<file path="src/sv/slps_pkg.sv">
// Package for the status LED pattern sequencer.
// Holds the transaction structs, command codes, register indexes and the
// status pattern table. It has no dependencies.
`default_nettype none

package slps_pkg;

  typedef enum logic [1:0] {
    CMD_TICK       = 2'd0,
    CMD_SET_MAIN   = 2'd1,
    CMD_START_TEMP = 2'd2,
    CMD_NONE       = 2'd3
  } cmd_t;

  localparam int PERIOD_W = 20;
  localparam int ELAPSED_W = 16;
  localparam int REG_IDX_W = 1;

  localparam logic [REG_IDX_W-1:0] REG_PHASE_PERIOD = 1'b0;
  localparam logic [REG_IDX_W-1:0] REG_INVERT_MASK  = 1'b1;

  localparam logic [PERIOD_W-1:0] PERIOD_RESET = 20'd125000;
  localparam logic [31:0] IDLE_PATTERN = 32'h6666_6666;

  typedef struct packed {
    logic [1:0]           cmd;
    logic [ELAPSED_W-1:0] elapsed;
    logic [2:0]           status;
    logic [7:0]           repeat_count;
  } in_t;

  typedef struct packed {
    logic [2:0] led_rgb;
    logic       led_update;
  } out_t;

  function automatic logic [31:0] status_pattern(input logic [2:0] status);
    logic [31:0] pat;
    case (status)
      3'd0:    pat = 32'h6666_6666;  // idle
      3'd1:    pat = 32'h4040_4040;  // error
      3'd2:    pat = 32'h6666_2222;  // usb ready
      3'd3:    pat = 32'h2222_2222;  // usb connected
      3'd4:    pat = 32'h1111_1111;  // card active
      default: pat = 32'h4646_4646;  // unknown status
    endcase
    return pat;
  endfunction

  function automatic logic [3:0] phase_nibble(input logic [31:0] bits,
                                              input logic [2:0] step);
    return bits[{step, 2'b00} +: 4];
  endfunction

endpackage

`default_nettype wire

</file>
<file path="src/sv/status_led_pattern_sequencer.sv">
// Top level of the status LED pattern sequencer.
// Depends on slps_pkg and slps_timer.
//
// Usage:
//   The input channel (in_valid, in_stall, in_data) carries one command per
//   transaction: a tick with elapsed time, a main status change, or the start
//   of a temporary status override. Every accepted transaction produces
//   exactly one result transaction on the output channel (out_valid,
//   out_stall, out_data) with the LED color and an update flag.
//   The configuration channel (cfg_valid, cfg_ready, cfg_index, cfg_data)
//   writes the phase period and the RGB inversion mask; it is always ready
//   and should be written only while the block is idle.
//   The result is registered in the output register, or in the skid register
//   when the receiver stalls. Throughput is one transaction per cycle while
//   the receiver does not stall, set by the combinational timer add, compare
//   and pattern select. When the receiver stalls, the current result holds in
//   the output register and one more transaction is taken into a skid register;
//   after that in_stall rises until the skid register drains into the output.
//   Synchronous reset loads the idle pattern, clears both timers, cancels any
//   temporary override and restores the default period and mask.
`default_nettype none

module status_led_pattern_sequencer import slps_pkg::*; #(
  parameter int TIMER_BITS = 21
) (
  input  wire logic                 clk,
  input  wire logic                 rst,
  input  wire logic                 in_valid,
  output logic                      in_stall,
  input  wire in_t                  in_data,
  output logic                      out_valid,
  input  wire logic                 out_stall,
  output out_t                      out_data,
  input  wire logic                 cfg_valid,
  output logic                      cfg_ready,
  input  wire logic [REG_IDX_W-1:0] cfg_index,
  input  wire logic [PERIOD_W-1:0]  cfg_data
);

  localparam int CMP_W = (TIMER_BITS > PERIOD_W) ? TIMER_BITS : PERIOD_W;

  // Configuration registers.
  logic [PERIOD_W-1:0] phase_period;
  logic [2:0]          invert_mask;

  // Sequencer state.
  logic [TIMER_BITS-1:0] main_time, main_time_next;
  logic [2:0]            main_step, main_step_next;
  logic                  main_unstarted, main_unstarted_next;
  logic [31:0]           main_bits, main_bits_next;
  logic [CMP_W-1:0]      temp_time, temp_time_next;
  logic [2:0]            temp_step, temp_step_next;
  logic [8:0]            temp_left, temp_left_next;
  logic [31:0]           temp_bits, temp_bits_next;

  // Output register and skid register.
  out_t result;
  logic skid_valid;
  out_t skid_data;

  logic             accept;
  logic             out_take;
  logic [CMP_W-1:0] main_timer_out;
  logic             main_reached;
  logic [CMP_W-1:0] temp_timer_out;
  logic             temp_reached;
  logic [31:0]      new_pattern;
  logic [3:0]       nib;

  assign accept    = in_valid && !in_stall;
  assign out_take  = out_valid && !out_stall;
  assign in_stall  = skid_valid;
  assign cfg_ready = 1'b1;

  slps_timer #(.TIMER_BITS(TIMER_BITS)) u_main_timer (
    .time_cur  ({{(CMP_W - TIMER_BITS){1'b0}}, main_time}),
    .elapsed   (in_data.elapsed),
    .period    (phase_period),
    .time_next (main_timer_out),
    .reached   (main_reached)
  );

  slps_timer #(.TIMER_BITS(TIMER_BITS)) u_temp_timer (
    .time_cur  (temp_time),
    .elapsed   (in_data.elapsed),
    .period    (phase_period),
    .time_next (temp_timer_out),
    .reached   (temp_reached)
  );

  assign new_pattern = status_pattern(in_data.status);

  always_comb begin
    main_time_next      = main_time;
    main_step_next      = main_step;
    main_unstarted_next = main_unstarted;
    main_bits_next      = main_bits;
    temp_time_next      = temp_time;
    temp_step_next      = temp_step;
    temp_left_next      = temp_left;
    temp_bits_next      = temp_bits;
    nib                 = 4'd0;
    result              = '0;

    case (cmd_t'(in_data.cmd))
      CMD_TICK: begin
        logic show_main;
        logic show_temp;
        show_main = 1'b0;
        show_temp = 1'b0;
        main_time_next = main_timer_out[TIMER_BITS-1:0];
        if (main_reached) begin
          main_step_next      = main_step + 3'd1;
          main_unstarted_next = 1'b0;
          show_main           = 1'b1;
        end
        if (temp_left != 9'd0) begin
          show_temp      = 1'b1;
          temp_time_next = temp_timer_out;
          if (temp_reached) begin
            temp_left_next = temp_left - 9'd1;
            if (temp_left == 9'd1) begin
              // The override has run out: hand the LED back to the main pattern.
              show_temp = 1'b0;
              show_main = 1'b1;
            end else begin
              temp_step_next = temp_step + 3'd1;
            end
          end
        end
        if (show_temp) begin
          nib = phase_nibble(temp_bits, temp_step_next);
        end else if (show_main && !main_unstarted_next) begin
          nib = phase_nibble(main_bits, main_step_next);
        end
        if (show_temp || show_main) begin
          result.led_rgb    = nib[2:0] ^ invert_mask;
          result.led_update = 1'b1;
        end
      end
      CMD_SET_MAIN: begin
        main_bits_next      = new_pattern;
        main_step_next      = 3'd7;
        main_unstarted_next = 1'b1;
      end
      CMD_START_TEMP: begin
        if (in_data.repeat_count != 8'd0) begin
          temp_bits_next    = new_pattern;
          temp_step_next    = 3'd7;
          temp_time_next    = {{(CMP_W - PERIOD_W){1'b0}}, phase_period};
          temp_left_next    = {1'b0, in_data.repeat_count} + 9'd1;
          result.led_rgb    = new_pattern[2:0] ^ invert_mask;
          result.led_update = 1'b1;
        end
      end
      default: begin
      end
    endcase
  end

  always_ff @(posedge clk) begin
    if (rst) begin
      phase_period <= PERIOD_RESET;
      invert_mask  <= 3'd0;
    end else if (cfg_valid && cfg_ready) begin
      case (cfg_index)
        REG_PHASE_PERIOD: phase_period <= cfg_data;
        REG_INVERT_MASK:  invert_mask  <= cfg_data[2:0];
        default: begin
        end
      endcase
    end
  end

  always_ff @(posedge clk) begin
    if (rst) begin
      main_time      <= '0;
      main_step      <= 3'd7;
      main_unstarted <= 1'b1;
      main_bits      <= IDLE_PATTERN;
      temp_time      <= '0;
      temp_step      <= 3'd0;
      temp_left      <= 9'd0;
      temp_bits      <= 32'd0;
    end else if (accept) begin
      main_time      <= main_time_next;
      main_step      <= main_step_next;
      main_unstarted <= main_unstarted_next;
      main_bits      <= main_bits_next;
      temp_time      <= temp_time_next;
      temp_step      <= temp_step_next;
      temp_left      <= temp_left_next;
      temp_bits      <= temp_bits_next;
    end
  end

  always_ff @(posedge clk) begin
    if (rst) begin
      out_valid  <= 1'b0;
      skid_valid <= 1'b0;
    end else begin
      if (accept) begin
        if (out_valid && !out_take) begin
          skid_valid <= 1'b1;
        end else begin
          out_valid <= 1'b1;
        end
      end else if (out_take) begin
        if (skid_valid) begin
          skid_valid <= 1'b0;
        end else begin
          out_valid <= 1'b0;
        end
      end
    end
  end

  always_ff @(posedge clk) begin
    if (accept) begin
      if (out_valid && !out_take) begin
        skid_data <= result;
      end else begin
        out_data <= result;
      end
    end else if (out_take && skid_valid) begin
      out_data <= skid_data;
    end
  end

  // The skid register only fills behind a full, stalled output register.
  a_skid_behind_output: assert property (@(posedge clk) disable iff (rst)
    skid_valid |-> out_valid)
    else $error("skid register full while output register is empty");

  // A result without an update never carries a color.
  a_no_update_dark: assert property (@(posedge clk) disable iff (rst)
    (out_valid && !out_data.led_update) |-> (out_data.led_rgb == 3'd0))
    else $error("led_rgb nonzero without led_update");

  // A main pattern that has not started yet always sits at phase seven.
  a_unstarted_step: assert property (@(posedge clk) disable iff (rst)
    main_unstarted |-> (main_step == 3'd7))
    else $error("main pattern unstarted at a phase other than seven");

  // The override count never exceeds the largest repeat count plus one.
  a_temp_left_range: assert property (@(posedge clk) disable iff (rst)
    temp_left <= 9'd256)
    else $error("temporary phase count out of range");

endmodule

`default_nettype wire

</file>
<file path="src/sv/slps_timer.sv">
// Phase timer step for the status LED pattern sequencer.
// Adds elapsed time with saturation and compares against the phase period.
// Depends on slps_pkg.
`default_nettype none

module slps_timer import slps_pkg::*; #(
  parameter int TIMER_BITS = 21
) (
  input  wire logic [((TIMER_BITS > PERIOD_W) ? TIMER_BITS : PERIOD_W)-1:0] time_cur,
  input  wire logic [ELAPSED_W-1:0]                                         elapsed,
  input  wire logic [PERIOD_W-1:0]                                          period,
  output logic      [((TIMER_BITS > PERIOD_W) ? TIMER_BITS : PERIOD_W)-1:0] time_next,
  output logic                                                              reached
);

  localparam int CMP_W = (TIMER_BITS > PERIOD_W) ? TIMER_BITS : PERIOD_W;
  localparam logic [CMP_W:0] TIMER_MAX =
    {{(CMP_W + 1 - TIMER_BITS){1'b0}}, {TIMER_BITS{1'b1}}};

  logic [CMP_W:0] sum;
  logic [CMP_W:0] sat;

  always_comb begin
    sum = {1'b0, time_cur} + {{(CMP_W + 1 - ELAPSED_W){1'b0}}, elapsed};
    sat = (sum > TIMER_MAX) ? TIMER_MAX : sum;
    reached = (sat >= {{(CMP_W + 1 - PERIOD_W){1'b0}}, period});
    time_next = reached ? '0 : sat[CMP_W-1:0];
  end

endmodule

`default_nettype wire
</file>
<file path="config.mk">
export PLATFORM = sky130hd
export DESIGN_NAME = status_led_pattern_sequencer
export DESIGN_NICKNAME = d
export VERILOG_FILES = /design/src/sv/slps_pkg.sv /design/src/sv/status_led_pattern_sequencer.sv /design/src/sv/slps_timer.sv
export SDC_FILE = /design/constraint.sdc
export NUM_CORES = 1
export LEC_CHECK = 0
export ABC_CLOCK_PERIOD_IN_PS = 6500
export BUFFER_PORTS_ARGS = -buffer_cell sky130_fd_sc_hd__buf_4
export CAP_MARGIN = 20
export CORE_ASPECT_RATIO = 1.75
export CORE_MARGIN = 3
export CORE_UTILIZATION = 35
export DETAILED_ROUTE_END_ITERATION = 16
export PLACE_DENSITY = 0.53
export SLEW_MARGIN = 20
export SYNTH_ARGS = -nofsm -noshare
export SYNTH_HDL_FRONTEND = slang
export SYNTH_SLANG_ARGS = --single-unit
</file>
<file path="constraint.sdc">
create_clock -name clk -period 6.5 [get_ports clk]
set_input_delay 0.65 -clock clk [delete_from_list [all_inputs] [get_ports clk]]
set_output_delay 0.65 -clock clk [all_outputs]
set_load 0.02 [all_outputs]
</file>
==> metrics.yaml, run 1 <==
cts_buffer_depth: 2
clock_sinks: 105
fmax_mhz: 177.2
worstMarginPinSlew_ns: 1.204
multi_input_area_um2: 5253
grt-ovfl-total: 0
power.total_mw: 1.951
synthTopCellsByArea: "dfxtp_1, ha_1, nand2_1"
tns_ns: 0
htree_levels: 3
num_rows: 71
grt.total_usage: 0.2096
routed_wl_um: 25030
areaGrowthSynthToFinish_pct: 13.50
crit_family: "compound AO/OA/AOI/OAI gates"
startpoint: "in_data[11]"
worstPathMaxFanout: 5
start_util: 0.3585
power_leakage_nw: 3.621
viasPerCell: 5.450
hpwl_um: 19260
synthMuxAreaShare: 0.01989
gp_congestion: 0.9258
critical_path.cell_chain: "buf_4 -> ha_1 -> inv_1 -> fa_1 -> nor2b_1 -> o31a_1 -> o311ai_1 -> nand2_1 -> or2_2 -> a21oi_1 -> or3_1 -> nand3_1 -> ha_1 -> a21oi_1 -> o21ai_0 -> a221o_1 -> nor4_4 -> a21boi_2 -> xnor2_2 -> mux2_1 -> mux2i_1 -> o31a_1 -> o31ai_2"
regArea_um2: 2182
fin_nets: 1175
powerDensity_nw_per_um2: 222.1
dp_cells: 1321
syn-cell-area_um2: 7739
slew_viol_final: 0
fin_cells: 1337
synth_most_common_cell: "nand2_1"
cap_violations: 0
status: "complete, no violations"
worstReg2RegEnd: "out_data[3]"
yosysTopAreaCell: "dfxtp_1"
final.min_clock_period_ns: 5.642
cts_resized: 0
synth-simple-area-share: 0.2239
ys_seq_area_frac: 0.2820
rsz0062_at_grt: "false"
cts_buffers: 9
critical_path_class: "input port to flip-flop"
synthTopCellsByCount: "nand2_1, a21oi_1, dfxtp_1"
synth_edf_count: 8
antenna_found_initial: 0
wire_per_inst_um: 18.72
root_buffer: "clkbuf_16"
r2r_setup_slack_ns: 0.96
vdd_drop_max_v: 0.0001137
final_layout_size_suffix_gt1_frac: 0.1110
worstHoldPathType: "flip-flop to flip-flop"
synth_fa_ha_area_frac: 0.1313
drt_pass1_iterations: 5
ys_seq_elements: 105
cts_hold_buf: 0
worstHoldStart: "temp_bits[14]"
grt_pass1_vias: 7337
synth-compound-area-share: 0.2577
path_depth: 23
die_x_um: 118.4
ant_nets: 0
grt_pass1_wl_um: 39230
ioPinCount: 62
fin_crit_sh: 0.8680
io_buffers: 60
cp-endpoint: "out_data[3]"
syn_nets: 1133
reg2reg_depth: 22
cpMaxStageDelayCell: "o311ai_1"
cp_data_arrival_time_ns: 5.76
synth.avg_cell_area_um2: 7.754
die_y_um: 202.7
dieArea_um2: 24000
start_kind: "input port"
dpl_worst_slack_ns: 0.5217
vias: 7286
ys.flop_type: "dfxtp_1"
grt_max_degree: 91
antenna_cells: 0
critPathBufInv: 2
r2r_start: "temp_time[1]"
cts_tree: "built"
synth_cell_types: 73
finalSetupViolCount: 0
crit_required_ns: 6.62
crit_path_end_kind: "flip-flop"
setup_ws_ns: 0.8577
worstSkewPairLatency_ns: 0.37
yosys.area.top_type_share: 0.2509
fin_worst_skew_ns: 0.009209
synth_top_family_by_area: "compound AO/OA/AOI/OAI gates"
synthCells: 998
synth_xor_area_frac: 0.04285
slew-limit-headroom: 0.1900
clk_pin_slew_ns: 0.08
core_area_um2: 21590
slowest_delay_ns: 0.49
yosysWarnings: 0
postCtsSetupBuffers: 0
drcViolationCount: 0
async_flop_share: 0
hold_violations: 0
drtIter0Drc: 328
fill_cells: 2328
whs_ns: 0.4561
## routing by layer
metal / wire length (um) / vias to the layer above / GRT usage
li1: - / 3673 / -
met1: 9536 / 3402 / 0.2219
met2: 13540 / 155 / 0.3996
met3: 750 / 56 / 0.02648
met4: 1197 / 0 / 0.1090
met5: 0 / - / 0
## cell type report
type,count,share of cell area
clock inverters,6,0.005698
repair buffers,71,0.06068
multi-input cells,810,0.5980
well taps,292,0.04160
clock buffers,10,0.02721
inverters,43,0.01838
flip-flops and latches,105,0.2484
## sequential cells by signal, summed over array words and instances (netlist names)
signal and count:
in_stall 1, invert_mask 3, main_bits 7, main_step 3, main_time 21, main_unstarted 1, out_data 4, out_valid 1
phase_period 20, skid_data 4, temp_bits 7, temp_left 9, temp_step 3, temp_time 21
## worst min-delay path by stage
stage	to	slack [ns]	cells past startpoint
global placement	temp_left[6]	0.44	2
CTS	temp_bits[14]	0.46	2
detailed placement	temp_left[6]	0.45	2
finish	temp_bits[14]	0.46	2
global route	phase_period[3]	0.48	2
floorplan	temp_left[6]	0.43	2
## logic make-up after synthesis
logic type               count (synthesis)
AO/OA/AOI/OAI                          299
XOR/XNOR                                37
adder cells (fa/ha/maj)                 80
buffers and inverters                   83
flip-flops                             105
multiplexers                            11
other                                    1
AND/OR/NAND/NOR                        382
## placed cells by master, fill, tap and decap left out, types with 9 or more instances in the layout
cell type	count
a21oi_1	101
and3_1	12
nor2_1	96
a211oi_1	31
inv_1	43
a211o_1	11
clkbuf_16	9
nand2b_1	15
o21ai_0	47
a21o_1	15
nand3_1	26
nor2b_1	10
nand2_1	156
dfxtp_1	97
xnor2_1	20
nor3_1	27
buf_4	71
a22oi_1	23
xor2_1	16
o21a_1	12
ha_1	78
## worst min-delay path, cell delays in order (launching register included)
cell and delay [ns]:
dfxtp_1 0.31, nand2_1 0.05, a21oi_1 0.05
## metrics by stage
stage	instance area [um^2]	utilization
after floorplan	7739	-
after global placement	8494	0.3935
after detailed placement	8494	0.3935
after CTS	8783	0.4069
after global routing	8783	0.4069
final	8783	0.4069
## power breakdown
group	internal (mW)	leakage, nW	total (mW)	switching [mW]
registers	0.692	0.868	0.724	0.0317
logic	0.265	2.61	0.672	0.406
clock network	0.276	0.141	0.555	0.280
Note: power is estimated with default switching activity, not from simulation.
==> inputs of run 2 (changes only) <==
--- a/config.mk
+++ b/config.mk
@@ -8,5 +8,4 @@
 export ABC_CLOCK_PERIOD_IN_PS = 6500
 export BUFFER_PORTS_ARGS = -buffer_cell sky130_fd_sc_hd__buf_4
-export CAP_MARGIN = 20
 export CORE_ASPECT_RATIO = 1.75
 export CORE_MARGIN = 3
==> constraint.sdc (replaced) <==
create_clock -name clk -period 6.5 [get_ports clk]
set_input_delay 0.325 -clock clk [delete_from_list [all_inputs] [get_ports clk]]
set_output_delay 0.325 -clock clk [all_outputs]
set_load 0.02 [all_outputs]
==> run 2 against run 1 <==
Clock-buffer cell count is the same. Combinational power shrank 2%. Critical path depth unchanged. Flip-flop and latch count stayed put. Design area about the same. Critical endpoint unchanged. Critical path type is now flip-flop to flip-flop. Highest routed layer unchanged. Wire length rose by 0.70%. Sequential share of layout area about the same. First-iteration DRC count is 3.4% higher. Hold slack worse by 0.28 ns. Die area stayed put.
==> metrics.yaml, run 2 (synthesis results as in run 1) <==
dieArea_um2: 24000  # unchanged
start_kind: "flip-flop"
p_clk_frac: 0.308  # +0.023
crit_required_ns: 6.60  # -0.02 ns
final_layout_size_suffix_gt1_frac: 0.1059  # -0.005134
cpMaxStageDelayCell: "a2111oi_0"
fmax_mhz: 173.8  # -1.9%
wire_per_inst_um: 18.93  # +1.2%
hold_depth: 2  # unchanged
dp_cells: 1316  # -0.38%
grt_pass1_wl_um: 39280  # +0.14%
power.total_mw: 1.997  # +2.4%
min_to: "phase_period[6]"
fin_worst_skew_ns: 0.009918  # +0.0007089 ns
crit_path_end_kind: "flip-flop"
hold_violations: 0  # unchanged
cp_data_arrival_time_ns: 5.85  # +0.09 ns
powerDensity_nw_per_um2: 227.5  # +2.4%
path_depth: 23  # unchanged
drtIter0Drc: 339  # +3.4%
ioPinCount: 62  # unchanged
fin_nets: 1170  # -0.43%
combPwrFrac: 0.329  # -0.015
internal-power_mw: 1.297  # +5.2%
clk_pin_slew_ns: 0.07  # about the same
cap_violations: 0  # unchanged
root_buffer: "clkbuf_16"
viasPerCell: 5.494  # +0.81%
gp_congestion: 0.9106  # -1.6%
worstHoldPathType: "input port to flip-flop"
cp_common_cell: "o21bai_1"
vias: 7312  # +0.36%
mostFrequentLayoutCells: "nand2_1, a21oi_1, dfxtp_1, nor2_1, ha_1"
worstHoldStart: "cfg_data[6]"
crit_family: "compound AO/OA/AOI/OAI gates"
worstSkewPairLatency_ns: 0.37  # about the same
reg_top3: "main_time (21), temp_time (21), phase_period (20)"
die_y_um: 202.7  # unchanged
antenna_found_initial: 0  # unchanged
ant_nets: 0  # unchanged
areaGrowthSynthToFinish_pct: 13.47  # about the same
r2r_setup_slack_ns: 0.75  # -0.21 ns
cts_resized: 0  # unchanged
die_x_um: 118.4  # unchanged
reg2reg_depth: 23  # +4.5%
tns_ns: 0  # unchanged
routed_wl_um: 25200  # +0.70%
finalSetupViolCount: 0  # unchanged
worstPathMaxFanout: 5  # unchanged
fin_crit_sh: 0.8851  # +0.01705
core_area_um2: 21590  # unchanged
p_sw_frac: 0.3507  # -0.01716
wl_met2_um: 13800  # +1.9%
critical_path.cell_chain: "ha_1 -> a211oi_1 -> o21bai_1 -> a21oi_1 -> o21bai_1 -> a21oi_1 -> o21bai_1 -> a2111oi_0 -> nor3_1 -> xnor2_1 -> nand2_1 -> ha_1 -> nand4_1 -> nor4_1 -> nand2_1 -> o21ai_0 -> nor4_4 -> a21boi_2 -> xnor2_2 -> mux2_1 -> mux2i_1 -> o31a_1 -> o31ai_2"
status: "complete, no violations"
drt_pass1_iterations: 5  # unchanged
cts_buffers: 9  # unchanged
fill_cells: 2304  # -1.0%
io_buffers: 60  # unchanged
wl_met3_um: 663  # -12%
grt-ovfl-total: 0  # unchanged
slew_viol_final: 0  # unchanged
cts_buffer_depth: 2  # unchanged
hpwl_um: 19520  # +1.4%
worstMarginPinSlew_ns: 1.049  # -0.1546 ns
antenna_cells: 0  # unchanged
grt_max_degree: 91  # unchanged
start_util: 0.3585  # unchanged
power_leakage_nw: 3.611  # -0.28%
clock_sinks: 105  # unchanged
grt_pass1_vias: 7250  # -1.2%
postCtsSetupBuffers: 0  # unchanged
critPathBufInv: 0  # -2
p_seq_frac: 0.363  # -0.008
rsz0062_at_grt: "false"
fin_cells: 1331  # -0.45%
slowest_delay_ns: 0.44  # -0.05 ns
num_rows: 71  # unchanged
r2r_start: "temp_time[1]"
drcViolationCount: 0  # unchanged
critical_path_class: "flip-flop to flip-flop"
htree_levels: 3  # unchanged
vdd_drop_max_v: 0.0001675  # +47%
dr.max_layer_used: "met4"
cts_hold_buf: 0  # unchanged
met1_length_um: 9660  # +1.3%
grt.total_usage: 0.2114  # +0.001869
cts_tree: "built"
mostFrequentLayoutCell: "nand2_1"
slew-limit-headroom: 0.3004  # +0.1104
power.switching_mw: 0.7005  # -2.4%
final.min_clock_period_ns: 5.753  # +0.1108 ns
worstReg2RegEnd: "out_data[3]"
==> run 2: worst max path at each step <==
stage                       startpoint           to  slack, ns
after CTS                 temp_time[1]  out_data[3]       0.81
after global routing      temp_time[1]  out_data[3]       0.45
after global placement     in_data[12]  out_data[3]       0.71
final                     temp_time[1]  out_data[3]       0.75
after floorplan            in_data[17]  out_data[1]       1.64
after detailed placement   in_data[12]  out_data[3]       0.79
==> run 2: layout make-up <==
type	instances	area (um^2)	share of cell area
clock buffer	10	239.0	0.02722
timing repair buffer	66	495.5	0.05643
tap	292	365.4	0.04161
inverter	43	161.4	0.01838
clock inverter	5	85.08	0.009689
sequential	105	2182	0.2485
multi-input combinational	810	5253	0.5982
==> run 2: stage by stage <==
stage	util	setup slack (ns)	hold WS, ns	area [um^2]
after detailed placement	0.3918	0.7854	0.4485	8457
final	0.4068	0.7470	0.1735	8781
after floorplan	-	1.635	0.4266	7739
after CTS	0.4068	0.8136	0.1593	8781
after global placement	0.3918	0.7061	0.4373	8457
after global routing	0.4068	0.4454	0.1645	8781
==> run 2: per-layer routing <==
metal,up-vias,GRT usage
met4,0,0.1003
met3,55,0.02620
met5,-,0
li1,3653,-
met1,3460,0.2195
met2,144,0.4135
==> run 2: power groups by stage <==
stage               Clock, mW  Sequential (mW)  Combinational [mW]
floorplan                   0            0.732               0.463
global placement            0            0.740               0.655
detailed placement          0            0.740               0.655
CTS                     0.637            0.725               0.660
global route            0.659            0.730               0.735
finish                  0.616            0.725               0.656
